$ cat src/hdl/swm_pkg.sv
package swm_pkg;

    localparam int MAX_WINDOW_DEF  = 64;
    localparam int SAMPLE_BITS_DEF = 32;
    localparam int WS_BITS         = 7;
    localparam logic [WS_BITS-1:0] WS_RESET = 7'd3;

    typedef enum logic [2:0] {
        S_IDLE,
        S_POPF,
        S_CMP,
        S_PUSH,
        S_FRD,
        S_OUT
    } t_state;

    typedef struct packed {
        logic accept;
        logic chk_front;
        logic rd_back;
        logic drop_back;
        logic push;
        logic out_load;
    } t_cmd;

    typedef struct packed {
        logic seen_full;
        logic back_less;
        logic out_free;
    } t_status;

endpackage

$ cat src/hdl/swm_in_if.sv
interface swm_in_if #(
    parameter int SAMPLE_BITS = swm_pkg::SAMPLE_BITS_DEF
);
    logic                          valid;
    logic                          ready;
    logic signed [SAMPLE_BITS-1:0] sample;

    modport source (output valid, output sample, input ready);
    modport sink   (input valid, input sample, output ready);
endinterface

$ cat src/hdl/swm_out_if.sv
interface swm_out_if #(
    parameter int SAMPLE_BITS = swm_pkg::SAMPLE_BITS_DEF
);
    logic                          valid;
    logic                          ready;
    logic signed [SAMPLE_BITS-1:0] window_max;

    modport source (output valid, output window_max, input ready);
    modport sink   (input valid, input window_max, output ready);
endinterface

$ cat src/hdl/swm_ram.sv
module swm_ram #(
    parameter int WIDTH = 32,
    parameter int DEPTH = 64
) (
    input  logic                     i_clk,
    input  logic                     i_we,
    input  logic [$clog2(DEPTH)-1:0] i_waddr,
    input  logic [WIDTH-1:0]         i_wdata,
    input  logic [$clog2(DEPTH)-1:0] i_raddr,
    output logic [WIDTH-1:0]         o_rdata
);
    logic [WIDTH-1:0] r_mem [DEPTH];
    logic [WIDTH-1:0] r_rdata;

    always_ff @(posedge i_clk) begin
        if (i_we) begin
            r_mem[i_waddr] <= i_wdata;
        end
        r_rdata <= r_mem[i_raddr];
    end

    assign o_rdata = r_rdata;
endmodule

$ cat src/hdl/swm_ctrl.sv
module swm_ctrl (
    input  logic             i_clk,
    input  logic             i_rst_n,
    input  logic             i_in_valid,
    output logic             o_in_ready,
    input  swm_pkg::t_status i_status,
    output swm_pkg::t_cmd    o_cmd
);
    import swm_pkg::*;

    t_state r_state;
    t_state n_state;

    always_ff @(posedge i_clk) begin
        if (!i_rst_n) begin
            r_state <= S_IDLE;
        end else begin
            r_state <= n_state;
        end
    end

    always_comb begin
        n_state = r_state;
        case (r_state)
            S_IDLE: begin
                if (i_in_valid) begin
                    n_state = S_POPF;
                end
            end
            S_POPF: n_state = S_CMP;
            S_CMP: begin
                if (!i_status.back_less) begin
                    n_state = S_PUSH;
                end
            end
            S_PUSH: n_state = S_FRD;
            S_FRD:  n_state = i_status.seen_full ? S_OUT : S_IDLE;
            S_OUT: begin
                if (i_status.out_free) begin
                    n_state = S_IDLE;
                end
            end
            default: n_state = S_IDLE;
        endcase
    end

    always_comb begin
        o_cmd      = '0;
        o_in_ready = 1'b0;
        case (r_state)
            S_IDLE: begin
                o_in_ready   = 1'b1;
                o_cmd.accept = i_in_valid;
            end
            S_POPF: begin
                o_cmd.chk_front = 1'b1;
                o_cmd.rd_back   = 1'b1;
            end
            S_CMP: begin
                o_cmd.rd_back   = 1'b1;
                o_cmd.drop_back = i_status.back_less;
            end
            S_PUSH: o_cmd.push = 1'b1;
            S_FRD:  o_cmd = '0;
            S_OUT:  o_cmd.out_load = i_status.out_free;
            default: o_cmd = '0;
        endcase
    end

    a_accept_to_popf: assert property (@(posedge i_clk) disable iff (!i_rst_n)
        o_cmd.accept |=> r_state == S_POPF)
        else $error("accepted request did not start front check");

    a_pop_stays: assert property (@(posedge i_clk) disable iff (!i_rst_n)
        o_cmd.drop_back |=> r_state == S_CMP)
        else $error("back pop did not continue comparing");
endmodule

$ cat src/hdl/swm_dp.sv
module swm_dp #(
    parameter int MAX_WINDOW  = swm_pkg::MAX_WINDOW_DEF,
    parameter int SAMPLE_BITS = swm_pkg::SAMPLE_BITS_DEF
) (
    input  logic                          i_clk,
    input  logic                          i_rst_n,
    input  logic                          i_cfg_we,
    input  logic [swm_pkg::WS_BITS-1:0]   i_cfg_wdata,
    input  logic signed [SAMPLE_BITS-1:0] i_sample,
    input  swm_pkg::t_cmd                 i_cmd,
    output swm_pkg::t_status              o_status,
    output logic                          o_out_valid,
    input  logic                          i_out_ready,
    output logic signed [SAMPLE_BITS-1:0] o_window_max
);
    import swm_pkg::*;

    localparam int AW = $clog2(MAX_WINDOW);
    localparam int CW = $clog2(MAX_WINDOW + 1);
    localparam int WW = (CW > WS_BITS) ? CW : WS_BITS;
    localparam logic [CW:0]   MAXV  = (CW + 1)'(MAX_WINDOW);
    localparam logic [CW-1:0] MAXC  = CW'(MAX_WINDOW);
    localparam logic [WW-1:0] MAXWW = WW'(MAX_WINDOW);

    function automatic logic [AW-1:0] wrap(input logic [CW:0] x);
        wrap = (x >= MAXV) ? AW'(x - MAXV) : AW'(x);
    endfunction

    function automatic logic [AW-1:0] inc(input logic [AW-1:0] x);
        inc = wrap((CW + 1)'(x) + (CW + 1)'(1));
    endfunction

    logic [WS_BITS-1:0]          r_window;
    logic [AW-1:0]               r_front, n_front;
    logic [CW-1:0]               r_fill, n_fill;
    logic [AW-1:0]               r_wp, n_wp;
    logic [CW-1:0]               r_seen, n_seen;
    logic signed [SAMPLE_BITS-1:0] r_sample;
    logic                        r_out_valid;
    logic signed [SAMPLE_BITS-1:0] r_out_data;

    logic [WW-1:0]          ws_ext;
    logic [CW-1:0]          eff_w;
    logic                   seen_full;
    logic [AW-1:0]          old_idx;
    logic [SAMPLE_BITS-1:0] hist_rdata;
    logic [SAMPLE_BITS-1:0] deq_rdata;
    logic [AW-1:0]          deq_raddr;
    logic [AW-1:0]          deq_waddr;
    logic                   front_hit;
    logic                   back_less;
    logic                   out_free;
    logic [AW-1:0]          front_g;
    logic [CW-1:0]          fill_g;

    assign ws_ext = WW'(r_window);

    always_comb begin
        if (r_window == '0) begin
            eff_w = CW'(1);
        end else if (ws_ext > MAXWW) begin
            eff_w = MAXC;
        end else begin
            eff_w = CW'(ws_ext);
        end
    end

    assign seen_full = r_seen >= eff_w;
    assign old_idx   = wrap((CW + 1)'(r_wp) + MAXV - (CW + 1)'(eff_w));
    assign front_hit = seen_full && (r_fill != '0) && (deq_rdata == hist_rdata);
    assign back_less = (r_fill != '0) && ($signed(deq_rdata) < r_sample);
    assign out_free  = !r_out_valid || i_out_ready;

    always_comb begin
        if (r_fill >= MAXC) begin
            front_g = inc(r_front);
            fill_g  = r_fill - CW'(1);
        end else begin
            front_g = r_front;
            fill_g  = r_fill;
        end
    end

    assign deq_waddr = wrap((CW + 1)'(front_g) + (CW + 1)'(fill_g));

    always_comb begin
        n_front = r_front;
        n_fill  = r_fill;
        n_wp    = r_wp;
        n_seen  = r_seen;
        if (i_cfg_we) begin
            n_front = '0;
            n_fill  = '0;
            n_wp    = '0;
            n_seen  = '0;
        end else if (i_cmd.chk_front) begin
            if (front_hit) begin
                n_front = inc(r_front);
                n_fill  = r_fill - CW'(1);
            end
            n_wp = inc(r_wp);
        end else if (i_cmd.drop_back) begin
            n_fill = r_fill - CW'(1);
        end else if (i_cmd.push) begin
            n_front = front_g;
            n_fill  = fill_g + CW'(1);
            if (r_seen < eff_w) begin
                n_seen = r_seen + CW'(1);
            end
        end
    end

    // back of the deque after this cycle's update while rd_back, else the front
    always_comb begin
        if (i_cmd.rd_back && n_fill != '0) begin
            deq_raddr = wrap((CW + 1)'(n_front) + (CW + 1)'(n_fill) - (CW + 1)'(1));
        end else begin
            deq_raddr = r_front;
        end
    end

    always_ff @(posedge i_clk) begin
        if (!i_rst_n) begin
            r_window    <= WS_RESET;
            r_front     <= '0;
            r_fill      <= '0;
            r_wp        <= '0;
            r_seen      <= '0;
            r_out_valid <= 1'b0;
        end else begin
            if (i_cfg_we) begin
                r_window <= i_cfg_wdata;
            end
            r_front <= n_front;
            r_fill  <= n_fill;
            r_wp    <= n_wp;
            r_seen  <= n_seen;
            if (i_cmd.out_load) begin
                r_out_valid <= 1'b1;
            end else if (i_out_ready) begin
                r_out_valid <= 1'b0;
            end
        end
    end

    always_ff @(posedge i_clk) begin
        if (i_cmd.accept) begin
            r_sample <= i_sample;
        end
        if (i_cmd.out_load) begin
            r_out_data <= $signed(deq_rdata);
        end
    end

    swm_ram #(
        .WIDTH (SAMPLE_BITS),
        .DEPTH (MAX_WINDOW)
    ) u_hist (
        .i_clk   (i_clk),
        .i_we    (i_cmd.chk_front),
        .i_waddr (r_wp),
        .i_wdata (r_sample),
        .i_raddr (old_idx),
        .o_rdata (hist_rdata)
    );

    swm_ram #(
        .WIDTH (SAMPLE_BITS),
        .DEPTH (MAX_WINDOW)
    ) u_deq (
        .i_clk   (i_clk),
        .i_we    (i_cmd.push),
        .i_waddr (deq_waddr),
        .i_wdata (r_sample),
        .i_raddr (deq_raddr),
        .o_rdata (deq_rdata)
    );

    assign o_status.seen_full = seen_full;
    assign o_status.back_less = back_less;
    assign o_status.out_free  = out_free;
    assign o_out_valid  = r_out_valid;
    assign o_window_max = r_out_data;

    a_fill_bound: assert property (@(posedge i_clk) disable iff (!i_rst_n)
        r_fill <= MAXC)
        else $error("deque fill exceeds window storage");

    a_seen_bound: assert property (@(posedge i_clk) disable iff (!i_rst_n)
        $past(i_cmd.push) |-> r_seen <= eff_w)
        else $error("sample count passed the window");

    a_no_overwrite: assert property (@(posedge i_clk) disable iff (!i_rst_n)
        i_cmd.out_load |-> (!r_out_valid || i_out_ready))
        else $error("result register overwritten while stalled");
endmodule

$ cat src/hdl/sliding_window_max.sv
// Sliding window maximum over a stream of signed samples.
// Input channel i_in carries one sample per request (valid/ready); output
// channel o_out carries window_max, the largest of the last window_size
// samples including the newest one. No result comes until window_size
// samples have arrived since reset or the last configuration write; after
// that every sample gives exactly one result.
// i_cfg_we/i_cfg_wdata write window_size (0 acts as 1, values above
// MAX_WINDOW act as MAX_WINDOW); every write empties the window.
// A sample passes from acceptance through the states POPF, CMP, PUSH, FRD
// and OUT to the result register, CMP dropping the smaller values from the
// back of the deque; the next sample is accepted only when the last one is
// done, and each sample is dropped at most once. The pace is set by the
// single read port of the deque memory, which walks the back one entry per
// cycle. Samples that do not yet complete a window skip the OUT state.
// Reset (synchronous, active low) sets window_size to 3 and empties the
// window; there is no memory clearing pass. A stalled receiver keeps the
// result in the output register; the next sample is accepted meanwhile but
// its result waits until the register is free.
module sliding_window_max #(
    parameter int MAX_WINDOW  = swm_pkg::MAX_WINDOW_DEF,
    parameter int SAMPLE_BITS = swm_pkg::SAMPLE_BITS_DEF
) (
    input  logic                        i_clk,
    input  logic                        i_rst_n,
    input  logic                        i_cfg_we,
    input  logic [swm_pkg::WS_BITS-1:0] i_cfg_wdata,
    swm_in_if.sink                      i_in,
    swm_out_if.source                   o_out
);
    import swm_pkg::*;

    t_cmd    cmd;
    t_status status;

    swm_ctrl u_ctrl (
        .i_clk      (i_clk),
        .i_rst_n    (i_rst_n),
        .i_in_valid (i_in.valid),
        .o_in_ready (i_in.ready),
        .i_status   (status),
        .o_cmd      (cmd)
    );

    swm_dp #(
        .MAX_WINDOW  (MAX_WINDOW),
        .SAMPLE_BITS (SAMPLE_BITS)
    ) u_dp (
        .i_clk        (i_clk),
        .i_rst_n      (i_rst_n),
        .i_cfg_we     (i_cfg_we),
        .i_cfg_wdata  (i_cfg_wdata),
        .i_sample     (i_in.sample),
        .i_cmd        (cmd),
        .o_status     (status),
        .o_out_valid  (o_out.valid),
        .i_out_ready  (o_out.ready),
        .o_window_max (o_out.window_max)
    );
endmodule

$ cat src/flat_wrapper.sv
// flat-port wrapper written by rule: the top's interface ports become plain ports
module sliding_window_max_flat import swm_pkg::*;
#(
    parameter int MAX_WINDOW  = swm_pkg::MAX_WINDOW_DEF,
    parameter int SAMPLE_BITS = swm_pkg::SAMPLE_BITS_DEF
)
  (i_clk, i_rst_n, i_cfg_we, i_cfg_wdata, i_in_valid, i_in_sample, i_in_ready, o_out_valid, o_out_window_max, o_out_ready);
  swm_in_if #(.SAMPLE_BITS(SAMPLE_BITS)) i_in_i ();
  swm_out_if #(.SAMPLE_BITS(SAMPLE_BITS)) o_out_i ();
  input  logic i_clk;
  input  logic i_rst_n;
  input  logic i_cfg_we;
  input  logic [swm_pkg::WS_BITS-1:0] i_cfg_wdata;
  input wire logic [$bits(i_in_i.valid)-1:0] i_in_valid;
  input wire logic [$bits(i_in_i.sample)-1:0] i_in_sample;
  output wire logic [$bits(i_in_i.ready)-1:0] i_in_ready;
  output wire logic [$bits(o_out_i.valid)-1:0] o_out_valid;
  output wire logic [$bits(o_out_i.window_max)-1:0] o_out_window_max;
  input wire logic [$bits(o_out_i.ready)-1:0] o_out_ready;
  assign i_in_i.valid = i_in_valid;
  assign i_in_i.sample = i_in_sample;
  assign i_in_ready = i_in_i.ready;
  assign o_out_valid = o_out_i.valid;
  assign o_out_window_max = o_out_i.window_max;
  assign o_out_i.ready = o_out_ready;
  sliding_window_max #(.MAX_WINDOW(MAX_WINDOW), .SAMPLE_BITS(SAMPLE_BITS)) u_core (.i_clk(i_clk), .i_rst_n(i_rst_n), .i_cfg_we(i_cfg_we), .i_cfg_wdata(i_cfg_wdata), .i_in(i_in_i), .o_out(o_out_i));
endmodule
$ cat config.mk
export PLATFORM = sky130hd
export DESIGN_NAME = sliding_window_max_flat
export DESIGN_NICKNAME = d
export VERILOG_FILES = /design/src/hdl/swm_pkg.sv /design/src/hdl/swm_in_if.sv /design/src/hdl/swm_out_if.sv /design/src/hdl/swm_ram.sv /design/src/hdl/swm_ctrl.sv /design/src/hdl/swm_dp.sv /design/src/hdl/sliding_window_max.sv /design/src/flat_wrapper.sv
export SDC_FILE = /design/constraint.sdc
export NUM_CORES = 2
export LEC_CHECK = 0
export CAP_MARGIN = 20
export CORE_UTILIZATION = 35
export CTS_BUF_LIST = sky130_fd_sc_hd__clkbuf_8 sky130_fd_sc_hd__clkbuf_16
export DETAILED_ROUTE_END_ITERATION = 8
export DONT_BUFFER_PORTS = 1
export PLACE_DENSITY = 0.55
export SYNTH_ARGS = -nofsm -noshare
export SYNTH_HDL_FRONTEND = slang
export SYNTH_SLANG_ARGS = --single-unit
$ cat constraint.sdc
create_clock -name i_clk -period 6.8 [get_ports i_clk]
set_input_delay 0.34 -clock i_clk [delete_from_list [all_inputs] [get_ports i_clk]]
set_output_delay 0.34 -clock i_clk [all_outputs]
set_load 0.01 [all_outputs]
# ---- After elaboration in Yosys (flattened, before gate mapping)
# Memory sizes are Yosys's and may differ from the RTL's. A register that Yosys moved wholly into a read port is not among the register bits.
# Index checks and enable logic that the tools add are counted.
dict set report op_classes {
  add_sub_neg 15
  n_lt_le_gt_ge 10
  eq_ne 9
  n_mux 38
  n_bitwise 3
  reduce_logical 15
}
# cell n
set ops {}
lappend ops {{two-way mux 6 bit} 12}
lappend ops {{two-way mux 7 bit} 8}
lappend ops {{equality test 32 bit} 1}
lappend ops {{< comparator 32 bit} 1}
lappend ops {{subtractor 6 x 1 -> 6 bit, second input constant} 5}
lappend ops {{greater-or-equal comparator 8 x 7 -> 1 bit, second input constant} 3}
lappend ops {{greater-or-equal comparator 7 bit, second input constant} 3}
lappend ops {{case mux 3 bit (6 select lines)} 1}
lappend ops {{adder 6 x 7 -> 8 bit} 2}
lappend ops {{adder 6 x 1 -> 7 bit, second input constant} 2}
lappend ops {{adder 7 x 1 -> 7 bit, second input constant} 2}
lappend ops {{nonzero test 7 bit} 2}
lappend ops {{two-way mux 1 bit} 13}
lappend ops {{two-way mux 3 bit} 4}
lappend ops {{adder 6 x 7 -> 8 bit, second input constant} 1}
lappend ops {{subtractor 8 x 1 -> 8 bit, second input constant} 1}
lappend ops {{subtractor 8 x 7 -> 8 bit} 1}
lappend ops {{greater-or-equal comparator 7 bit} 1}
lappend ops {{greater-than comparator 7 bit, second input constant} 1}
lappend ops {{zero test 7 bit} 1}
lappend ops {{< comparator 7 bit} 1}
lappend ops {{subtractor 7 x 1 -> 7 bit, second input constant} 1}
lappend ops {{equality test 3 x 2 -> 1 bit, second input constant} 2}
lappend ops {{equality test 3 bit, second input constant} 2}
lappend ops {{other kinds (11)} 19}
dict set report word_totals {
  register_bits 101
  ram_bits 4096
  input_bits 44
  output_inout_bits 34
  elab_cells 101
  n_memories 2
}
# name depth word_bits read_ports rd_ports_with_merged_regs wr line_no
set mem_list {}
lappend mem_list {u_core.u_dp.u_deq.r_mem 64 32 1 1 1 swm_ram.sv:12} ;# logic [WIDTH-1:0] r_mem [DEPTH];
lappend mem_list {u_core.u_dp.u_hist.r_mem 64 32 1 1 1 swm_ram.sv:12}

# ---- Logic depth before layout (Yosys ltp)
dict set report depth {
  depth_word 14
  depth_mapped 29
  ltp_nobuf 27
}

# ---- Cells and area by module
# A second synthesis with hierarchy kept.
dict set report unflattened {
  cells_unflattened 7286
  hier_area_um2 163443.0
}
# module instances cells_each area_each_um2 seq_area_each_um2
set by_module_without_submodules {}
lappend by_module_without_submodules {swm_ram 2 3324 78515.3 62139.6}
lappend by_module_without_submodules {swm_dp 1 616 6202.2 2602.5}
lappend by_module_without_submodules {swm_ctrl 1 22 210.2 60.1}

# ---- Worst setup path after synthesis
# No wires, ideal clock.
dict set report synth_timing {
  path_type {reg-to-reg}
  from {register u_core.u_dp.r_sample[17]}
  to {register u_core.u_dp.u_deq.r_rdata[25] (netlist: u_core.u_dp.u_deq.o_rdata[25]), read port of u_core.u_dp.u_deq.r_mem}
  setup_time_ns 0.134
  arrival_ns 6.737
  required_time_ns 6.666
  path_slack_ns -0.071
  path_stages_with_launch 27
  n_path_buf 2
  synth_period_minus_slack_ns 6.871
  cell_sequence {edfxtp_1 > inv_1 > ha_1 > a21o_1 > a221o_1 > a221oi_2 > nand4b_1 > o21a_1 > a221oi_1 > o211ai_1 > ha_1 > inv_1 > ha_1 > inv_1 > fa_1 > inv_1 > a21o_1 > a21oi_1 > xnor2_1 > xor2_1 > a21oi_1 > o32a_1 > and3_1 > clkbuf_1 > clkbuf_1 > o41a_1 > or4_1}
}
dict set report synth_via {
  elab_chain_len 11
  elab_cells_between_ends 17
  cone_classes {add/sub (3); order compare (2); mux (9); reduce/logical (3)}
}
# element line_no
set synth_rtl {}
lappend synth_rtl {{start, declared} swm_dp.sv:38} ;# logic signed [SAMPLE_BITS-1:0] r_sample;
lappend synth_rtl {{start signal, assigned} swm_dp.sv:148} ;# r_sample <= i_sample;
lappend synth_rtl {{< comparator 32 bit *} swm_dp.sv:71} ;# assign back_less = (r_fill != '0) && ($signed(deq_rdata) < r_sample);
lappend synth_rtl {{logical AND 1 bit *} swm_dp.sv:71}
lappend synth_rtl {{two-way mux 1 bit *} swm_ctrl.sv:50} ;# case (r_state)
lappend synth_rtl {{two-way mux 6 bit or two-way mux 7 bit (tied branches)} swm_dp.sv:102} ;# end else if (i_cmd.drop_back) begin
lappend synth_rtl {{two-way mux 6 bit or two-way mux 7 bit (tied branches)} swm_dp.sv:96} ;# end else if (i_cmd.chk_front) begin
lappend synth_rtl {{two-way mux 6 bit or two-way mux 7 bit (tied branches)} swm_dp.sv:91} ;# if (i_cfg_we) begin
lappend synth_rtl {{adder 6 x 7 -> 8 bit} swm_dp.sv:116} ;# deq_raddr = wrap((CW + 1)'(n_front) + (CW + 1)'(n_fill) - (CW + 1)'(1));
lappend synth_rtl {{subtractor 8 x 1 -> 8 bit} swm_dp.sv:116}
lappend synth_rtl {{greater-or-equal comparator 8 x 7 -> 1 bit or subtractor 6 x 1 -> 6 bit (tied branches)} swm_dp.sv:26} ;# wrap = (x >= MAXV) ? AW'(x - MAXV) : AW'(x);
lappend synth_rtl {{two-way mux 6 bit} swm_dp.sv:26}
lappend synth_rtl {{two-way mux 6 bit *} swm_dp.sv:115} ;# if (i_cmd.rd_back && n_fill != '0) begin
lappend synth_rtl {{end, declared} swm_ram.sv:13} ;# logic [WIDTH-1:0] r_rdata;
# Every way passes the cells marked *; elsewhere a longest branch is shown, timed or not.
# A chain may end at the register's enable or synchronous reset.

# ---- Worst setup path after layout
dict set report layout_timing {
  from {register u_core.u_dp.u_deq.r_rdata[15] (netlist: u_core.u_dp.u_deq.o_rdata[15]), read port of u_core.u_dp.u_deq.r_mem}
  to {register u_core.u_dp.u_deq.r_rdata[0] (netlist: u_core.u_dp.u_deq.o_rdata[0]), read port of u_core.u_dp.u_deq.r_mem}
}
dict set report layout_via {
  elab_chain_len 11
  elab_cells_between_ends 21
  cone_classes {add/sub (3); order compare (2); eq/ne (1); mux (11); reduce/logical (4)}
}
# element line_no
set layout_rtl {}
lappend layout_rtl {{< comparator 32 bit} swm_dp.sv:71}
lappend layout_rtl {{logical AND 1 bit} swm_dp.sv:71}
lappend layout_rtl {{two-way mux 1 bit} swm_ctrl.sv:50}
lappend layout_rtl {{two-way mux 6 bit or two-way mux 7 bit (tied branches)} swm_dp.sv:102}
lappend layout_rtl {{two-way mux 6 bit or two-way mux 7 bit (tied branches)} swm_dp.sv:96}
lappend layout_rtl {{two-way mux 6 bit or two-way mux 7 bit (tied branches)} swm_dp.sv:91}
lappend layout_rtl {{adder 6 x 7 -> 8 bit} swm_dp.sv:116}
lappend layout_rtl {{subtractor 8 x 1 -> 8 bit} swm_dp.sv:116}
lappend layout_rtl {{greater-or-equal comparator 8 x 7 -> 1 bit or subtractor 6 x 1 -> 6 bit (tied branches)} swm_dp.sv:26}
lappend layout_rtl {{two-way mux 6 bit} swm_dp.sv:26}
lappend layout_rtl {{two-way mux 6 bit *} swm_dp.sv:115}
# Marked as above.

==> summary.txt <==
Outcome
  • Outcome: complete, but fails checks
  • Violated checks: antenna rules

Placed design
  • PortBufs: 0
  • Routability cong.: 0.9176
  • Post-DP HPWL: 286.5 mm

Detailed routing
  • Final ANT Viol Nets: 1
  • DRC Markers: 0
  • DR iter-0 viols: 10440
  • First drt pass iteration count: 5
  • Total number of vias: 82560
  • Via density: 5.488
  • Wire per inst: 31.81 um
  • Final wirelength: 478.5 mm

Worst setup path
  • Crit-path leading delay family: compound AO/OA/AOI/OAI gates
  • CP Class: reg -> reg
  • CP bufs+invs: 6
  • Critical Path Fanout Max: 38
  • CP required: 7.64 ns
  • Critical Path AT: 7.64 ns
  • Slowest CP cell: dfxtp_1
  • Kind of end point of the critical path: flop
  • CP startpoint kind: flop
  • Max incr delay on CP: 0.78 ns
  • Crit-path cells: ha_1 -> nand2_1 -> nor4_1 -> o311ai_0 -> a31oi_1 -> o21a_1 -> nor2_1 -> a211o_1 -> ha_1 -> inv_1 -> ha_1 -> inv_1 -> fa_2 -> buf_4 -> xnor2_2 -> nand3_1 -> nor2_1 -> a41oi_4 -> buf_4 -> buf_16 -> o22ai_1 -> o41a_1 -> buf_4 -> or4_1

Synthesis
  • Syn_nets: 7987
  • Post-synthesis sequential area ratio: 77.37%
  • Synth top area share: 76.13%
  • Fraction of registers with async set/reset: 0%
  • Post-synth top cells: edfxtp_1 (4160), mux2i_1 (1068), mux4_2 (640), o22ai_1 (385), clkbuf_1 (217)
  • Synth Register Bits: 4261
  • Synth area leader: edfxtp_1
  • Count leader, synth: edfxtp_1
  • Unique masters post-synth: 78
  • Cell area after synthesis: 164100 um^2
  • Post-synth top flop: edfxtp_1
  • Syn Area/Cell: 20.82 um^2
  • Top cells by area, synth: edfxtp_1 (76%), mux4_2 (8.8%), mux2i_1 (6.5%)
  • Synth warn: 0
  • Post-synth EDFFs: 4160
  • Mapped Cells: 7879

Floorplanning
  • Chip height: 686.7 um
  • Core region area: 467000 um^2
  • Die width: 686.7 um
  • DIE AREA: 471500 um^2
  • Row Count: 251
  • # IOs: 78
  • Initial Utilization: 35.14%

Final layout
  • Fill cell count: 40720
  • Layout area overhead: 16.48%
  • Share of layout cells above drive strength 1: 22.10%
  • Nets: 8562

STA
  • Clk_skew: 0.07665 ns
  • Final hold violations: 0
  • Least-Margin Pin Slew: 1.183 ns
  • RSZ-0062 raised after global routing: false
  • Final setup viols: 0
  • Hold_ws: 0.09002 ns
  • Setup TNS: 0 ns
  • Slew Limit Headroom: 21.12%
  • Period minus WS final: 6.792 ns
  • Max Freq: 147.2 MHz
  • Period utilization: 99.88%
  • Max Slew Vio Count: 0

Run
  • Max Cap Viol: 0

Clocking
  • CTS Buf Count: 437
  • CTS tree: yes
  • Clock sink count: 4261
  • CTS root buf: clkbuf_16
  • H-tree depth: 5
  • Worst-skew pair later-pin latency: 1.01 ns
  • Clk buf depth: 4
  • CTS clk-pin slew, worst paths: 0.06 ns

Min path
  • Min-delay worst type: in -> reg

Global routing
  • Global Route Usage Sum: 19.79%
  • Largest net degree at the start of global routing: 97
  • Vias in the first global route: 82990
  • First-pass GRT wire length: 660.6 mm
  • Initial antenna violation count: 65
  • Grt ovf: 0

Pwr
  • Static Leak: 65.53 nW
  • Worst vdd rail ir drop: 0.2444 mV
  • Power per cell area: 339.3 nW/um^2
==> state kept, by name (all words and copies together) (netlist names) <==
name,flops
u_core.u_dp.u_deq.r_mem,2048
u_core.u_dp.u_hist.r_mem,2048
u_core.u_dp.o_window_max,32
u_core.u_dp.r_sample,32
u_core.u_dp.u_deq.o_rdata,32
u_core.u_dp.u_hist.o_rdata,32
u_core.u_dp.r_fill,7
u_core.u_dp.r_seen,7
u_core.u_dp.r_window,7
u_core.u_dp.r_front,6
u_core.u_dp.r_wp,6
u_core.u_ctrl.r_state,3
u_core.u_dp.o_out_valid,1
==> cell usage in the layout, fill, tap and decap left out, types with 8 or more instances in the layout <==
| cell | instances |
|---|---|
| a211oi_1 | 34 |
| a21o_1 | 14 |
| a21oi_1 | 59 |
| a41oi_1 | 31 |
| buf_12 | 100 |
| buf_4 | 389 |
| bufinv_16 | 38 |
| clkbuf_16 | 443 |
| clkinv_1 | 106 |
| clkinv_16 | 11 |
| clkinv_2 | 77 |
| clkinvlp_4 | 14 |
| dfxtp_1 | 93 |
| dfxtp_2 | 8 |
| diode_2 | 32 |
| dlygate4sd3_1 | 64 |
| edfxtp_1 | 4160 |
| ha_1 | 60 |
| inv_1 | 141 |
| inv_6 | 15 |
| mux2i_1 | 1067 |
| mux4_2 | 640 |
| nand2_1 | 66 |
| nand2b_1 | 11 |
| nand3_1 | 18 |
| nand4_1 | 13 |
| nor2_1 | 71 |
| nor2_4 | 123 |
| nor2b_1 | 39 |
| nor3_1 | 16 |
| nor4_1 | 20 |
| o21ai_0 | 12 |
| o22a_1 | 129 |
| o22ai_1 | 385 |
| o41a_1 | 92 |
| or2_2 | 8 |
| or4_1 | 30 |
| xnor2_1 | 23 |
| xor2_1 | 50 |
==> where the power goes <==
part	switching, mW	total [mW]	leakage [nW]	internal (mW)
clock	10.2	23.5	7.17	13.3
combinational	6.75	11.1	20.1	4.34
sequential	0.601	30.3	38.2	29.7
==> cell type report <==
class | instances | area, um^2 | area share, %
Inverter | 58 | 217.7 | 0.1139
Sequential cell | 4261 | 127000 | 66.43
Timing Repair Buffer | 563 | 5796 | 3.033
Clock inverter | 352 | 2897 | 1.516
Multi-Input combinational cell | 3133 | 36300 | 18.99
Clock buffer | 446 | 11120 | 5.816
Antenna cell | 32 | 80.08 | 0.04190
Tap cell | 6198 | 7755 | 4.058
==> tightest hold or removal path: cells and delay by family <==
| family | cells | cell delay, ns |
|---|---|---|
| buffers and inverters | 1 | 0.52 |
| muxes | 1 | 0.07 |
| and+or+nand+nor | 1 | 0.11 |
==> timing repair <==
action	CTS	global route
buffers inserted	0	6
gates cloned	0	1
endpoints found under the setup margin	17	32
hold buffers	64	0
endpoints found under the hold margin	82	0
gates resized for setup	8	18
pin swaps	0	4
==> worst paths after layout <==
check | from | endpoint | slack [ns] | cells past startpoint
max | u_core.u_dp.u_deq.o_rdata[15] | u_core.u_dp.u_deq.o_rdata[0] | 0.008 | 24
max reg2reg | u_core.u_dp.u_deq.o_rdata[15] | u_core.u_dp.u_deq.o_rdata[0] | 0.008 | 24
min | i_cfg_wdata[3] | u_core.u_dp.r_window[3] | 0.09 | 3
min reg2reg | u_core.u_dp.r_seen[6] | u_core.u_dp.r_seen[6] | 0.54 | 2
==> per-layer routing <==
layer	part of all wire, %	track usage, %	up-vias
met2	48	32.39	3463
met4	3.3	6.021	22
met3	8.5	4.309	701
li1	-	-	34160
met5	0.031	0	-
met1	40	26.47	44220
==> logic make-up (layout without fill, tap and decap cells) <==
group / after synthesis / in the layout / share of synthesized area (%)
and+or+nand+nor: 466 / 466 / 1.418
buffers and inverters: 485 / 1419 / 1.287
other: 0 / 32 / 0
adders and majority gates: 64 / 64 / 0.5018
xor gates and xnor gates: 80 / 80 / 0.4270
AOI/OAI and AO/OA: 811 / 811 / 3.670
DFF: 4261 / 4261 / 77.37
muxes: 1712 / 1712 / 15.33
==> stage by stage <==
| stage | utilization, % | instances | worst slack [ns] | instance area [um^2] | total power [mW] |
|---|---|---|---|---|---|
| 2_1_floorplan | - | 7879 | 0.02015 | 164100 | 36.92 |
| 3_3_place_gp | 37.68 | 14130 | -0.4849 | 176000 | 41.70 |
| 3_5_place_dp | 37.69 | 14130 | -0.3127 | 176000 | 41.76 |
| 4_1_cts | 40.84 | 15000 | 0.02203 | 190700 | 65.11 |
| 5_1_grt | 40.91 | 15020 | 0.01169 | 191100 | 66.52 |
| 6_report | 40.92 | 15040 | 0.008259 | 191100 | 64.84 |
Note: power is estimated with default switching activity, not from simulation.
